===== src/lsms_pkg.sv =====
// shared types, codes and reset constants for the lead screw move sequencer
package lsms_pkg;

  // field widths
  localparam int ActionW = 3;
  localparam int SeqW    = 8;
  localparam int PosW    = 32;
  localparam int TimeW   = 32;
  localparam int CodeW   = 8;
  localparam int TolW    = 16;
  localparam int MotorW  = 3;
  localparam int KindW   = 2;
  localparam int FlagW   = 8;
  localparam int ModeW   = 3;
  localparam int CfgDataW = 32;
  localparam int CfgIdxW  = 2;

  // register reset values
  localparam logic [TolW-1:0]  TolReset     = 16'd2;
  localparam logic [TimeW-1:0] TimeoutReset = 32'd10000;
  localparam logic [TolW-1:0]  MinProgReset = 16'd5;
  localparam logic [TimeW-1:0] StallReset   = 32'd500;

  // fault flags
  localparam logic [FlagW-1:0] FlagTimeout = 8'h01;
  localparam logic [FlagW-1:0] FlagStall   = 8'h02;

  typedef enum logic [CfgIdxW-1:0] {
    REG_TOLERANCE = 2'd0,
    REG_TIMEOUT   = 2'd1,
    REG_MIN_PROG  = 2'd2,
    REG_STALL     = 2'd3
  } reg_idx_t;

  typedef enum logic [ModeW-1:0] {
    MODE_IDLE     = 3'd0,
    MODE_HOMING   = 3'd1,
    MODE_MOVING   = 3'd2,
    MODE_TRACKING = 3'd3,
    MODE_FAULT    = 3'd4
  } mode_t;

  typedef enum logic [ActionW-1:0] {
    ACT_TICK        = 3'd0,
    ACT_HOME        = 3'd1,
    ACT_MOVE_REL    = 3'd2,
    ACT_TRACK_START = 3'd3,
    ACT_TRACK_STOP  = 3'd4,
    ACT_STOP        = 3'd5,
    ACT_CLEAR_FAULT = 3'd6
  } action_t;

  typedef enum logic [MotorW-1:0] {
    MOTOR_NONE  = 3'd0,
    MOTOR_STOP  = 3'd1,
    MOTOR_UP    = 3'd2,
    MOTOR_DOWN  = 3'd3,
    MOTOR_TRACK = 3'd4
  } motor_t;

  typedef enum logic [KindW-1:0] {
    KIND_HOME_DONE = 2'd0,
    KIND_MOVE_DONE = 2'd1,
    KIND_FAULT     = 2'd2
  } kind_t;

  typedef struct packed {
    logic [TolW-1:0]  tolerance;
    logic [TimeW-1:0] timeout_ms;
    logic [TolW-1:0]  min_progress;
    logic [TimeW-1:0] stall_ms;
  } cfg_t;

  typedef struct packed {
    logic [ActionW-1:0]    action;
    logic [SeqW-1:0]       sequence_req;
    logic signed [PosW-1:0] movement;
    logic signed [PosW-1:0] position;
    logic [TimeW-1:0]      time_ms;
    logic                  homing_ok;
    logic [CodeW-1:0]      homing_code;
  } in_item_t;

  typedef struct packed {
    logic                   accepted;
    logic [MotorW-1:0]      motor_cmd;
    logic                   packet_valid;
    logic [KindW-1:0]       packet_kind;
    logic [SeqW-1:0]        packet_sequence;
    logic signed [PosW-1:0] packet_position;
    logic [FlagW-1:0]       packet_flags;
    logic [ModeW-1:0]       mode;
  } out_item_t;

endpackage


===== src/lead_screw_move_sequencer.sv =====
// top level of the lead screw move sequencer
//
//  channel  | signals                       | moves
//  ---------+-------------------------------+---------------------------------
//  in       | in_valid / in_ready           | one request or tick item
//  out      | out_valid / out_ready         | one result item per input item
//  cfg      | cfg_we, cfg_index, cfg_data   | register write, no handshake
//
// an item passes from the input register to the result register before it
// is shown; one item per cycle is sustained while out_ready stays high,
// with the mode state updated as each item moves between the two registers.
// rst is synchronous and returns mode to idle and the registers to defaults.
// a stalled result holds the result register; the input register takes one
// more item, then in_ready drops until the result is taken.
module lead_screw_move_sequencer (
  input  logic                                  clk,
  input  logic                                  rst,
  input  logic                                  in_valid,
  output logic                                  in_ready,
  input  logic [lsms_pkg::ActionW-1:0]          action,
  input  logic [lsms_pkg::SeqW-1:0]             sequence_req,
  input  logic signed [lsms_pkg::PosW-1:0]      movement,
  input  logic signed [lsms_pkg::PosW-1:0]      position,
  input  logic [lsms_pkg::TimeW-1:0]            time_ms,
  input  logic                                  homing_ok,
  input  logic [lsms_pkg::CodeW-1:0]            homing_code,
  output logic                                  out_valid,
  input  logic                                  out_ready,
  output logic                                  accepted,
  output logic [lsms_pkg::MotorW-1:0]           motor_cmd,
  output logic                                  packet_valid,
  output logic [lsms_pkg::KindW-1:0]            packet_kind,
  output logic [lsms_pkg::SeqW-1:0]             packet_sequence,
  output logic signed [lsms_pkg::PosW-1:0]      packet_position,
  output logic [lsms_pkg::FlagW-1:0]            packet_flags,
  output logic [lsms_pkg::ModeW-1:0]            mode,
  input  logic                                  cfg_we,
  input  logic [lsms_pkg::CfgIdxW-1:0]          cfg_index,
  input  logic [lsms_pkg::CfgDataW-1:0]         cfg_data
);
  import lsms_pkg::*;

  cfg_t      cfg;
  in_item_t  in_item, held_item;
  out_item_t result, out_item;
  logic      held_valid, advance;

  // gather input fields
  always_comb begin
    in_item.action       = action;
    in_item.sequence_req = sequence_req;
    in_item.movement     = movement;
    in_item.position     = position;
    in_item.time_ms      = time_ms;
    in_item.homing_ok    = homing_ok;
    in_item.homing_code  = homing_code;
  end

  // held item moves on when the result register is free or being emptied
  assign advance = held_valid && (!out_valid || out_ready);

  lsms_cfg u_cfg (
    .clk       (clk),
    .rst       (rst),
    .cfg_we    (cfg_we),
    .cfg_index (cfg_index),
    .cfg_data  (cfg_data),
    .cfg       (cfg)
  );

  lsms_in_reg u_in_reg (
    .clk        (clk),
    .rst        (rst),
    .in_valid   (in_valid),
    .in_ready   (in_ready),
    .in_item    (in_item),
    .held_valid (held_valid),
    .held_item  (held_item),
    .advance    (advance)
  );

  lsms_step u_step (
    .clk     (clk),
    .rst     (rst),
    .cfg     (cfg),
    .advance (advance),
    .item    (held_item),
    .result  (result)
  );

  lsms_out_reg u_out_reg (
    .clk       (clk),
    .rst       (rst),
    .load      (advance),
    .result    (result),
    .out_valid (out_valid),
    .out_ready (out_ready),
    .out_item  (out_item)
  );

  // spread result fields onto ports
  assign accepted        = out_item.accepted;
  assign motor_cmd       = out_item.motor_cmd;
  assign packet_valid    = out_item.packet_valid;
  assign packet_kind     = out_item.packet_kind;
  assign packet_sequence = out_item.packet_sequence;
  assign packet_position = out_item.packet_position;
  assign packet_flags    = out_item.packet_flags;
  assign mode            = out_item.mode;

endmodule


===== src/lsms_cfg.sv =====
// configuration registers of the move sequencer
module lsms_cfg (
  input  logic                            clk,
  input  logic                            rst,
  input  logic                            cfg_we,
  input  logic [lsms_pkg::CfgIdxW-1:0]    cfg_index,
  input  logic [lsms_pkg::CfgDataW-1:0]   cfg_data,
  output lsms_pkg::cfg_t                  cfg
);
  import lsms_pkg::*;

  // register file, written by index
  always_ff @(posedge clk) begin
    if (rst) begin
      cfg.tolerance    <= TolReset;
      cfg.timeout_ms   <= TimeoutReset;
      cfg.min_progress <= MinProgReset;
      cfg.stall_ms     <= StallReset;
    end else if (cfg_we) begin
      unique case (reg_idx_t'(cfg_index))
        REG_TOLERANCE: cfg.tolerance    <= cfg_data[TolW-1:0];
        REG_TIMEOUT:   cfg.timeout_ms   <= cfg_data[TimeW-1:0];
        REG_MIN_PROG:  cfg.min_progress <= cfg_data[TolW-1:0];
        REG_STALL:     cfg.stall_ms     <= cfg_data[TimeW-1:0];
        default: ;
      endcase
    end
  end

endmodule


===== src/lsms_in_reg.sv =====
// input register stage holding one item
module lsms_in_reg (
  input  logic               clk,
  input  logic               rst,
  input  logic               in_valid,
  output logic               in_ready,
  input  lsms_pkg::in_item_t in_item,
  output logic               held_valid,
  output lsms_pkg::in_item_t held_item,
  input  logic               advance
);
  import lsms_pkg::*;

  // free when empty or when the held item moves on this cycle
  assign in_ready = !held_valid || advance;

  always_ff @(posedge clk) begin
    if (rst) begin
      held_valid <= 1'b0;
    end else if (in_ready) begin
      held_valid <= in_valid;
    end
  end

  always_ff @(posedge clk) begin
    if (in_ready && in_valid) begin
      held_item <= in_item;
    end
  end

endmodule


===== src/lsms_step.sv =====
// mode state and single-item step logic
module lsms_step (
  input  logic                clk,
  input  logic                rst,
  input  lsms_pkg::cfg_t      cfg,
  input  logic                advance,
  input  lsms_pkg::in_item_t  item,
  output lsms_pkg::out_item_t result
);
  import lsms_pkg::*;

  localparam int RemW  = PosW + 2;
  localparam int DiffW = PosW + 1;

  mode_t                  mode_reg, mode_reg_next;
  logic [SeqW-1:0]        active_seq, active_seq_next;
  logic [PosW-1:0]        pending_move, pending_move_next;
  logic                   target_latched, target_latched_next;
  logic [DiffW-1:0]       target_pos, target_pos_next;
  logic [TimeW-1:0]       start_time, start_time_next;
  logic [PosW-1:0]        progress_pos, progress_pos_next;
  logic [TimeW-1:0]       progress_time, progress_time_next;

  logic [RemW-1:0]        rem, rem_abs;
  logic [DiffW-1:0]       dprog, dprog_abs;
  logic [TimeW-1:0]       start_ref, prog_time_ref, elapsed, idle_time;
  logic [PosW-1:0]        prog_pos_ref;
  logic                   pv;
  kind_t                  kind;
  motor_t                 motor;
  logic [FlagW-1:0]       flags;
  logic                   acc;

  // move arithmetic; on the first tick the references are this tick itself
  always_comb begin
    if (target_latched) begin
      rem = {target_pos[DiffW-1], target_pos} - {{2{item.position[PosW-1]}}, item.position};
    end else begin
      rem = {{2{pending_move[PosW-1]}}, pending_move};
    end
    rem_abs       = rem[RemW-1] ? (~rem + 1'b1) : rem;
    start_ref     = target_latched ? start_time : item.time_ms;
    prog_time_ref = target_latched ? progress_time : item.time_ms;
    prog_pos_ref  = target_latched ? progress_pos : item.position;
    elapsed       = item.time_ms - start_ref;
    idle_time     = item.time_ms - prog_time_ref;
    dprog         = {item.position[PosW-1], item.position}
                  - {prog_pos_ref[PosW-1], prog_pos_ref};
    dprog_abs     = dprog[DiffW-1] ? (~dprog + 1'b1) : dprog;
  end

  // next state and result for the held item
  always_comb begin
    mode_reg_next       = mode_reg;
    active_seq_next     = active_seq;
    pending_move_next   = pending_move;
    target_latched_next = target_latched;
    target_pos_next     = target_pos;
    start_time_next     = start_time;
    progress_pos_next   = progress_pos;
    progress_time_next  = progress_time;
    acc   = 1'b0;
    motor = MOTOR_NONE;
    pv    = 1'b0;
    kind  = KIND_HOME_DONE;
    flags = '0;

    unique case (action_t'(item.action))
      ACT_TICK: begin
        unique case (mode_reg)
          MODE_IDLE, MODE_FAULT: motor = MOTOR_STOP;
          MODE_TRACKING:         motor = MOTOR_TRACK;
          MODE_HOMING: begin
            pv = 1'b1;
            if (item.homing_ok) begin
              mode_reg_next = MODE_IDLE;
              kind  = KIND_HOME_DONE;
              flags = FlagW'(MODE_IDLE);
            end else begin
              mode_reg_next = MODE_FAULT;
              kind  = KIND_FAULT;
              flags = item.homing_code;
            end
          end
          MODE_MOVING: begin
            // latch target and references on the first tick of the move
            if (!target_latched) begin
              target_pos_next = {item.position[PosW-1], item.position}
                              + {pending_move[PosW-1], pending_move};
              start_time_next     = item.time_ms;
              progress_time_next  = item.time_ms;
              progress_pos_next   = item.position;
              target_latched_next = 1'b1;
            end
            if (rem_abs <= RemW'(cfg.tolerance)) begin
              motor = MOTOR_STOP; pv = 1'b1; kind = KIND_MOVE_DONE;
              flags = FlagW'(MODE_IDLE);
              target_latched_next = 1'b0;
              mode_reg_next = MODE_IDLE;
            end else if (elapsed >= cfg.timeout_ms) begin
              motor = MOTOR_STOP; pv = 1'b1; kind = KIND_FAULT;
              flags = FlagTimeout;
              target_latched_next = 1'b0;
              mode_reg_next = MODE_FAULT;
            end else if (dprog_abs >= DiffW'(cfg.min_progress)) begin
              progress_pos_next  = item.position;
              progress_time_next = item.time_ms;
              motor = (!rem[RemW-1] && (rem != '0)) ? MOTOR_UP : MOTOR_DOWN;
            end else if (idle_time >= cfg.stall_ms) begin
              motor = MOTOR_STOP; pv = 1'b1; kind = KIND_FAULT;
              flags = FlagStall;
              target_latched_next = 1'b0;
              mode_reg_next = MODE_FAULT;
            end else begin
              motor = (!rem[RemW-1] && (rem != '0)) ? MOTOR_UP : MOTOR_DOWN;
            end
          end
          default: ;
        endcase
      end
      ACT_HOME, ACT_MOVE_REL, ACT_TRACK_START: begin
        if (mode_reg == MODE_IDLE) begin
          acc = 1'b1;
          active_seq_next = item.sequence_req;
          if (action_t'(item.action) == ACT_HOME) begin
            mode_reg_next = MODE_HOMING;
          end else if (action_t'(item.action) == ACT_MOVE_REL) begin
            pending_move_next   = item.movement;
            target_latched_next = 1'b0;
            mode_reg_next       = MODE_MOVING;
          end else begin
            mode_reg_next = MODE_TRACKING;
          end
        end
      end
      ACT_TRACK_STOP: begin
        if (mode_reg == MODE_TRACKING) begin
          acc = 1'b1;
          active_seq_next = item.sequence_req;
          motor = MOTOR_STOP;
          mode_reg_next = MODE_IDLE;
        end
      end
      ACT_STOP: begin
        acc = 1'b1;
        motor = MOTOR_STOP;
        target_latched_next = 1'b0;
        mode_reg_next = MODE_IDLE;
      end
      ACT_CLEAR_FAULT: begin
        if (mode_reg == MODE_FAULT) begin
          acc = 1'b1;
          target_latched_next = 1'b0;
          mode_reg_next = MODE_IDLE;
        end
      end
      default: ;
    endcase

    // pack the result, packet fields zero without a packet
    result.accepted        = acc;
    result.motor_cmd       = motor;
    result.packet_valid    = pv;
    result.packet_kind     = pv ? kind : KIND_HOME_DONE;
    result.packet_sequence = pv ? active_seq_next : '0;
    result.packet_position = pv ? item.position : '0;
    result.packet_flags    = pv ? flags : '0;
    result.mode            = mode_reg_next;
  end

  // state registers, updated as each item leaves the input stage
  always_ff @(posedge clk) begin
    if (rst) begin
      mode_reg       <= MODE_IDLE;
      active_seq     <= '0;
      pending_move   <= '0;
      target_latched <= 1'b0;
      target_pos     <= '0;
      start_time     <= '0;
      progress_pos   <= '0;
      progress_time  <= '0;
    end else if (advance) begin
      mode_reg       <= mode_reg_next;
      active_seq     <= active_seq_next;
      pending_move   <= pending_move_next;
      target_latched <= target_latched_next;
      target_pos     <= target_pos_next;
      start_time     <= start_time_next;
      progress_pos   <= progress_pos_next;
      progress_time  <= progress_time_next;
    end
  end

endmodule


===== src/lsms_out_reg.sv =====
// result register stage
module lsms_out_reg (
  input  logic                clk,
  input  logic                rst,
  input  logic                load,
  input  lsms_pkg::out_item_t result,
  output logic                out_valid,
  input  logic                out_ready,
  output lsms_pkg::out_item_t out_item
);
  import lsms_pkg::*;

  // valid follows loads and clears once the item is taken
  always_ff @(posedge clk) begin
    if (rst) begin
      out_valid <= 1'b0;
    end else if (load) begin
      out_valid <= 1'b1;
    end else if (out_ready) begin
      out_valid <= 1'b0;
    end
  end

  always_ff @(posedge clk) begin
    if (load) begin
      out_item <= result;
    end
  end

endmodule

===== config.mk =====
export PLATFORM = sky130hd
export DESIGN_NAME = lead_screw_move_sequencer
export DESIGN_NICKNAME = d
export VERILOG_FILES = /design/src/lsms_pkg.sv /design/src/lead_screw_move_sequencer.sv /design/src/lsms_cfg.sv /design/src/lsms_in_reg.sv /design/src/lsms_step.sv /design/src/lsms_out_reg.sv
export SDC_FILE = /design/constraint.sdc
export NUM_CORES = 1
export LEC_CHECK = 0
export ABC_CLOCK_PERIOD_IN_PS = 10900
export BUFFER_PORTS_ARGS = -buffer_cell sky130_fd_sc_hd__buf_2
export CAP_MARGIN = 20
export CELL_PAD_IN_SITES_DETAIL_PLACEMENT = 1
export CELL_PAD_IN_SITES_GLOBAL_PLACEMENT = 2
export CORE_MARGIN = 2
export CORE_UTILIZATION = 38
export CTS_CLUSTER_DIAMETER = 30
export CTS_CLUSTER_SIZE = 14
export DETAILED_ROUTE_END_ITERATION = 8
export PLACE_DENSITY_LB_ADDON = 0.1
export SETUP_SLACK_MARGIN = 0.15
export SYNTH_ARGS = -nofsm -noshare
export SYNTH_HDL_FRONTEND = slang
export SYNTH_SLANG_ARGS = --single-unit

===== constraint.sdc =====
create_clock -name clk -period 10.9 [get_ports clk]
set_clock_uncertainty 0.15 [all_clocks]
set_input_delay 1.09 -clock clk [delete_from_list [all_inputs] [get_ports clk]]
set_output_delay 1.09 -clock clk [all_outputs]
set_load 0.01 [all_outputs]

Word-level counts from Yosys, hierarchy flattened
Index checks and enable logic that the tools add are counted.

Logic and storage cells: 156. Register bits after elaboration: 445. Bits of input ports: 155. Output and inout port bits: 60.

Add/subtract/negate cells: 7. Bitwise logic cells: 4. Magnitude comparators: 4. Reduce and logical (&&, ||, !) cells: 25. Muxes and demuxes: 69. Equality and inequality tests: 18.

Operator list (count): 2-to-1 mux 32 bit (9); 2-to-1 mux 34 bit (2); greater-or-equal comparator 32 bit (2); subtractor 32 bit (2); 2-to-1 mux 8 bit (6); 2-to-1 mux 3 bit (13); adder 34 x 1 -> 34 bit, second input constant (1); less-or-equal comparator 34 x 16 -> 1 bit (1); inverter 34 bit (1); nonzero test 34 bit (1); subtractor 33 x 32 -> 34 bit (1); adder 32 x 32 -> 33 bit (1); adder 33 x 1 -> 33 bit, second input constant (1); greater-or-equal comparator 33 x 16 -> 1 bit (1); 2-to-1 mux 33 bit (1); inverter 33 bit (1); subtractor 32 x 32 -> 33 bit (1); one-hot mux 8 bit (2 select lines) (2); 2-to-1 mux 1 bit (22); one-hot mux 3 bit (3 select lines) (2); one-hot mux 3 bit (5 select lines) (1); == test 3 x 2 -> 1 bit, second input constant (4); == test 3 bit, second input constant (4); 2-to-1 mux 2 bit (6); 24 further kinds (41).

Depth between registers and ports, before layout
Depth after elaboration: 12. Depth in mapped cells: 42. Gate-level depth less buffers: 33.

Hierarchy
From an unflattened synthesis, not the netlist that was laid out.

Cell total of the unflattened synthesis: 3529. Area total of the unflattened synthesis: 30534.3 sq um.

Modules (own cells, without submodules): lsms_step (sequential area each 3463.3 sq um, area each 21312.9 sq um, times used 1, cells an instance 2979); lsms_cfg (sequential area each 1921.8 sq um, area each 3891.2 sq um, times used 1, cells an instance 365); lsms_in_reg (sequential area each 3503.4 sq um, area each 3538.4 sq um, times used 1, cells an instance 121); lsms_out_reg (sequential area each 1761.7 sq um, area each 1780.5 sq um, times used 1, cells an instance 62); lead_screw_move_sequencer (sequential area each 0.0 sq um, area each 11.3 sq um, times used 1, cells an instance 2).

Worst setup path after synthesis
OpenSTA, ideal clock, no wires.

Path kind: flip-flop to flip-flop. Start: register u_step.target_latched. End: register u_step.progress_pos[0]. Clock period less this slack: 8.932 ns. Arrival: 8.663 ns. Setup slack: 1.968 ns. Data required time: 10.630 ns. Path buffers: 12. Cell stages (with the launch flop): 41. Library setup time: 0.120 ns. Cell sequence: dfxtp_1 clkbuf_1 buf_1 clkbuf_1 clkbuf_1 clkbuf_1 clkbuf_1 clkbuf_1 clkbuf_1 buf_1 o21ai_0 ha_1 fa_1 nor2b_1 o2111ai_1 and3_1 o31ai_2 o21a_1 (+5 left out) ha_1 a21o_1 a21o_1 a211oi_1 o21ai_0 a21o_1 a21oi_1 o21ai_0 o41ai_1 o221ai_1 a211oi_1 o211ai_1 nor4_2 nor2_1 a31o_2 buf_6 buf_6 mux2i_1.

Longest elaborated chain between the ends: 9. Elaborated cells on any way between the ends: 17. Those cells by class: add/sub (4); order compare (3); mux (8); bitwise (2).

Ends and longest elaborated chain: start: declaration (RTL line lsms_step.sv:18) `logic target_latched, target_latched_next;`; start signal: assignment (RTL line lsms_step.sv:186) `target_latched <= target_latched_next;`; 2-to-1 mux 32 bit (RTL line lsms_step.sv:44, lsms_step.sv:87); subtractor 32 x 32 -> 33 bit (RTL line lsms_step.sv:48) `- {prog_pos_ref[PosW-1], prog_pos_ref};`; inverter 33 bit (RTL line lsms_step.sv:49) `dprog_abs = dprog[DiffW-1] ? (~dprog + 1'b1) : dprog;`; adder 33 x 1 -> 33 bit (RTL line lsms_step.sv:49); 2-to-1 mux 33 bit (RTL line lsms_step.sv:49); greater-or-equal comparator 33 x 16 -> 1 bit (RTL line lsms_step.sv:105) `end else if (dprog_abs >= DiffW'(cfg.min_progress)) begin`; 2-to-1 mux 32 bit (RTL line lsms_step.sv:105); 2-to-1 mux 32 bit (RTL line lsms_step.sv:100) `end else if (elapsed >= cfg.timeout_ms) begin`; 2-to-1 mux 32 bit * (RTL line lsms_step.sv:95) `if (rem_abs <= RemW'(cfg.tolerance)) begin`; end signal: assignment (RTL line lsms_step.sv:189) `progress_pos <= progress_pos_next;`; end: declaration (RTL line lsms_step.sv:21) `logic [PosW-1:0] progress_pos, progress_pos_next;`.

Mark *: on every way between the ends. The rest lies on a longest branch, timed or not. A chain may end at the register's enable or synchronous reset.

Final worst setup path
Start: register u_step.target_latched. End: register u_step.progress_pos[22].

Elaborated cells on any way between the ends: 17. Those cells by class: add/sub (4); order compare (3); mux (8); bitwise (2).

RTL lines: 2-to-1 mux 32 bit; via u_step.start_ref[0] (RTL line lsms_step.sv:26) `logic [TimeW-1:0] start_ref, prog_time_ref, elapsed, idle_time;`; subtractor 32 bit (RTL line lsms_step.sv:45) `elapsed = item.time_ms - start_ref;`; greater-or-equal comparator 32 bit (RTL line lsms_step.sv:100); 2-to-1 mux 32 bit (RTL line lsms_step.sv:100); 2-to-1 mux 32 bit (RTL line lsms_step.sv:95).

The timed path passes the listed nets, and every way through them passes these cells.

==> report_table.html <==
<table>
<tr><th>Metric</th><th>Value</th></tr>
<tr><th colspan="2">Status</th></tr>
<tr><td>Status</td><td>finished clean</td></tr>
<tr><th colspan="2">STA</th></tr>
<tr><td>Highest achievable clock rate</td><td>around 0.11 GHz</td></tr>
<tr><td>Number of pins exceeding their max-slew limit in the final report</td><td>0</td></tr>
<tr><td>Setup violations, final</td><td>0</td></tr>
<tr><td>Worst setup slack after layout</td><td>2.01 ns</td></tr>
<tr><td>RSZ-0062 raised after global routing</td><td>no</td></tr>
<tr><td>Final critical delay including setup and external delays</td><td>8.89 ns</td></tr>
<tr><td>Final critical-path share of the clock period</td><td>between 80% and 90%</td></tr>
<tr><td>Setup total negative slack</td><td>0 ns</td></tr>
<tr><td>Slew at the pin closest to its max-slew limit</td><td>1.04 ns</td></tr>
<tr><td>Final hold vios</td><td>0</td></tr>
<tr><td>Worst hold-check slack</td><td>0.299 ns</td></tr>
<tr><td>Slew headroom</td><td>30.1%</td></tr>
<tr><th colspan="2">GRT</th></tr>
<tr><td>Antenna violations before repair</td><td>1</td></tr>
<tr><td>Global Route Usage Sum</td><td>23.9%</td></tr>
<tr><td>Aggregate global routing overflow</td><td>0</td></tr>
<tr><td>Pin count of the biggest net entering global routing</td><td>105</td></tr>
<tr><td>First-pass GRT wire length</td><td>between 150 and 200 mm</td></tr>
<tr><td>Vias in the first global route</td><td>28000</td></tr>
<tr><th colspan="2">Power and ir drop</th></tr>
<tr><td>Overall power after layout</td><td>6.68 mW</td></tr>
<tr><td>Power Density</td><td>184 nW/um2</td></tr>
<tr><td>Maximum vdd drop</td><td>0.124 mV</td></tr>
<tr><td>Pleak</td><td>14.5 nW</td></tr>
<tr><th colspan="2">Yosys</th></tr>
<tr><td>Net count of the mapped netlist</td><td>3901</td></tr>
<tr><td>Post-synth EDFFs</td><td>174</td></tr>
<tr><td>Number of distinct standard cells referenced by the synthesized netlist</td><td>98</td></tr>
<tr><td>Instance count of the mapped netlist</td><td>3483</td></tr>
<tr><td>Mean Syn Cell Area</td><td>8.52 um2</td></tr>
<tr><td>Sequential share of the synthesized area</td><td>between 30% and 40%</td></tr>
<tr><td>Biggest area contributors in the synthesized netlist</td><td>dfxtp_1 (18%), edfxtp_1 (18%), ha_1 (11%), a21oi_1 (6.7%), nand2_1 (5.5%)</td></tr>
<tr><td>Area share of the largest cell type after synthesis</td><td>18.3%</td></tr>
<tr><td>Yosys top cell by area</td><td>dfxtp_1</td></tr>
<tr><td>Leading cell types by count after synthesis</td><td>nand2_1 (438), a21oi_1 (397), dfxtp_1 (271)</td></tr>
<tr><td>Most instantiated library cell after synthesis</td><td>nand2_1</td></tr>
<tr><td>Cell area after technology mapping</td><td>29700 um2</td></tr>
<tr><td>Post-synth ARST share</td><td>0%</td></tr>
<tr><td>Most used flip-flop cell after synthesis</td><td>dfxtp_1</td></tr>
<tr><td>Ys Warns</td><td>0</td></tr>
<tr><td>Number of synthesized register bits</td><td>445</td></tr>
<tr><th colspan="2">Clock network</th></tr>
<tr><td>Total clock buffers created by CTS</td><td>130</td></tr>
<tr><td>Number of buffers inserted for hold repair after clock tree synthesis</td><td>0</td></tr>
<tr><td>Worst-path clk slew</td><td>about 0.040 ns</td></tr>
<tr><td>Insertion delay to the later sink of the worst-skew pair</td><td>0.71 ns</td></tr>
<tr><td>Longest Clk Path Bufs</td><td>3</td></tr>
<tr><td>CTS tree</td><td>done</td></tr>
<tr><td>Clock root buffer master</td><td>clkbuf_16</td></tr>
<tr><td>Count of instances resized after the clock tree is built</td><td>0</td></tr>
<tr><td>Level count of the clock H-tree</td><td>4</td></tr>
<tr><td>Setup Fix Bufs, Post-CTS</td><td>0</td></tr>
<tr><td>TritonCTS Sinks</td><td>445</td></tr>
<tr><th colspan="2">Critical path</th></tr>
<tr><td>Startpoint type of the worst setup path</td><td>register</td></tr>
<tr><td>CP Data Arrival Time</td><td>9.34 ns</td></tr>
<tr><td>Logic depth of the worst register-to-register path</td><td>34</td></tr>
<tr><td>Launch instance of the worst register-to-register path</td><td>u_step.target_latched$_SDFFE_PP0P_</td></tr>
<tr><td>Highest fanout seen on the critical path</td><td>67</td></tr>
<tr><td>Register-to-Register Setup Slack</td><td>roughly 2.0 ns</td></tr>
<tr><td>CP max-delay cell</td><td>dfxtp_4</td></tr>
<tr><td>Endpoint class of the critical path</td><td>register</td></tr>
<tr><td>Required arrival time at the worst endpoint</td><td>11.35 ns</td></tr>
<tr><td>Critical path capture point</td><td>u_step.progress_pos[22]$_SDFFE_PP0P_</td></tr>
<tr><td>Launch point of the critical path</td><td>u_step.target_latched$_SDFFE_PP0P_</td></tr>
<tr><td>Worst path max stage delay</td><td>0.76 ns</td></tr>
<tr><td>Top cell by count, worst path</td><td>a21oi_1</td></tr>
<tr><td>Reg-to-reg endpoint</td><td>u_step.progress_pos[22]$_SDFFE_PP0P_</td></tr>
<tr><td>Category of the critical setup timing path</td><td>reg2reg</td></tr>
<tr><th colspan="2">Finish</th></tr>
<tr><td>Layout cell share with drive strength beyond 1</td><td>13.6%</td></tr>
<tr><td>Top Registers</td><td>u_in_reg.held_item: 116 flops, u_cfg.cfg: 96 flops, u_out_reg.out_item: 58 flops</td></tr>
<tr><td>Fill cell count</td><td>roughly 9100</td></tr>
<tr><td>Largest register by flop count</td><td>u_in_reg.held_item</td></tr>
<tr><td>Number of nets in the layout</td><td>4134</td></tr>
<tr><td>Layout Area Growth over Synthesis</td><td>22.2%</td></tr>
<tr><td>Multi-input gate area in the final layout</td><td>17700 um2</td></tr>
<tr><td># diodes</td><td>0</td></tr>
<tr><td>Largest register FFs</td><td>116</td></tr>
<tr><td>Post-layout instance area</td><td>between 30000 and 40000 um2</td></tr>
<tr><td>Final standard cell count with taps included and fillers excluded</td><td>4863</td></tr>
<tr><td>Register area</td><td>10700 um2</td></tr>
<tr><td>Final standard cell utilization of the core</td><td>46.9%</td></tr>
<tr><th colspan="2">Min path</th></tr>
<tr><td>Hold Crit Class</td><td>reg2reg</td></tr>
<tr><td>Hold path startpoint</td><td>u_cfg.cfg[65]$_SDFFE_PP0P_</td></tr>
<tr><th colspan="2">Die</th></tr>
<tr><td>Floorplan Core Area</td><td>77300 um2</td></tr>
<tr><td>Initial core utilization</td><td>38.4%</td></tr>
<tr><td>Number of I/O pins</td><td>~220</td></tr>
<tr><td>Vert. Die Dim</td><td>284 um</td></tr>
<tr><td>Full die area</td><td>80400 um2</td></tr>
<tr><td>Site row count</td><td>102</td></tr>
<tr><td>Die X</td><td>284 um</td></tr>
<tr><th colspan="2">Route</th></tr>
<tr><td>Wire length per cell</td><td>a little under 20 um</td></tr>
<tr><td>First drt pass iteration count</td><td>4</td></tr>
<tr><td>Number of DRC markers after the initial detailed-route iteration</td><td>between 1000 and 1500</td></tr>
<tr><td>Number of remaining DRC errors</td><td>0</td></tr>
<tr><td>Number of nets still failing antenna checks after routing</td><td>0</td></tr>
<tr><td>Via density per instance</td><td>5.45</td></tr>
<tr><td>Final wirelength</td><td>96.5 mm</td></tr>
<tr><td>Vias post-DR</td><td>26500</td></tr>
<tr><th colspan="2">Place</th></tr>
<tr><td>Worst slack at placement</td><td>2.07 ns</td></tr>
<tr><td>Count of placed standard cells including taps</td><td>4624</td></tr>
<tr><td>Post-detail-place hpwl</td><td>71.4 mm</td></tr>
<tr><td>Input/output buffers</td><td>214</td></tr>
<tr><td>Placed inst area</td><td>31800 um2</td></tr>
<tr><td>Final weighted congestion in routability-driven placement</td><td>0.854</td></tr>
<tr><th colspan="2">Flow run</th></tr>
<tr><td>Count of maximum capacitance violations</td><td>0</td></tr>
</table>
[routing by layer]
metal / track usage, % / vias to the layer above / wire (um)
li1: - / 13000 / -
met1: 31.0 / 13000 / 45100
met2: 40.9 / 406 / 46300
met3: 3.59 / 133 / 3060
met4: 7.25 / 0 / 2040
met5: 0 / - / 0
[cell usage in the layout, fill, tap and decap left out, types with 72 or more instances in the layout]
master / instances
a21o_1: 75
a21oi_1: 397
buf_2: 213
clkbuf_16: 132
dfxtp_1: 270
edfxtp_1: 174
ha_1: 258
inv_1: 185
mux2i_1: 102
nand2_1: 438
nand2b_1: 167
nand3_1: 72
nor2_1: 222
nor3_1: 77
o21ai_0: 117
xnor2_1: 93
[critical path: cells and delay by family, from the launching register on]
kind                       cells  cell delay, ns
DFF                            1            0.76
muxes                          1            0.29
AOI/OAI and AO/OA             20            4.51
xor gates and xnor gates       1            0.16
adders and majority gates      3            0.85
and+or+nand+nor                5            0.45
buffers and inverters          4            1.56
[cell type report]
type | instances | share of cell area [%]
multi-input combinational | 2703 | 48.9
inverter | 186 | 1.92
timing repair buffer | 250 | 3.73
sequential | 445 | 29.4
tap | 1040 | 3.59
clock inverter | 67 | 2.48
clock buffer | 172 | 9.99
[cell families after synthesis]
kind of cell	after synthesis	share of synthesized area [%]
AOI/OAI and AO/OA	920	19.5
xor gates and xnor gates	136	4.01
adders and majority gates	263	11.2
buffers and inverters	335	4.46
DFF	445	35.9
muxes	107	3.63
and+or+nand+nor	1277	21.3
[how the worst min path moves through the flow]
| stage | slack (ns) | depth (start not counted) | to |
|---|---|---|---|
| after global routing | 0.32 | 2 | u_cfg.cfg[23]$_SDFFE_PP0P_ |
| after CTS | 0.30 | 2 | u_cfg.cfg[75]$_SDFFE_PP0P_ |
| final | 0.30 | 2 | u_cfg.cfg[65]$_SDFFE_PP0P_ |
| after global placement | 0.29 | 2 | u_step.active_seq[2]$_SDFFE_PP0P_ |
| after floorplan | 0.29 | 2 | u_step.target_pos[18]$_SDFFE_PP0P_ |
| after detailed placement | 0.30 | 2 | u_cfg.cfg[65]$_SDFFE_PP0P_ |
[power by group]
part	total (mW)	switching [mW]	internal (mW)
registers	1.84	0.0438	1.79
logic	0.983	0.588	0.395
clock network	3.86	1.17	2.69
total	6.68	1.80	4.87
Note: power is estimated with default switching activity, not from simulation.
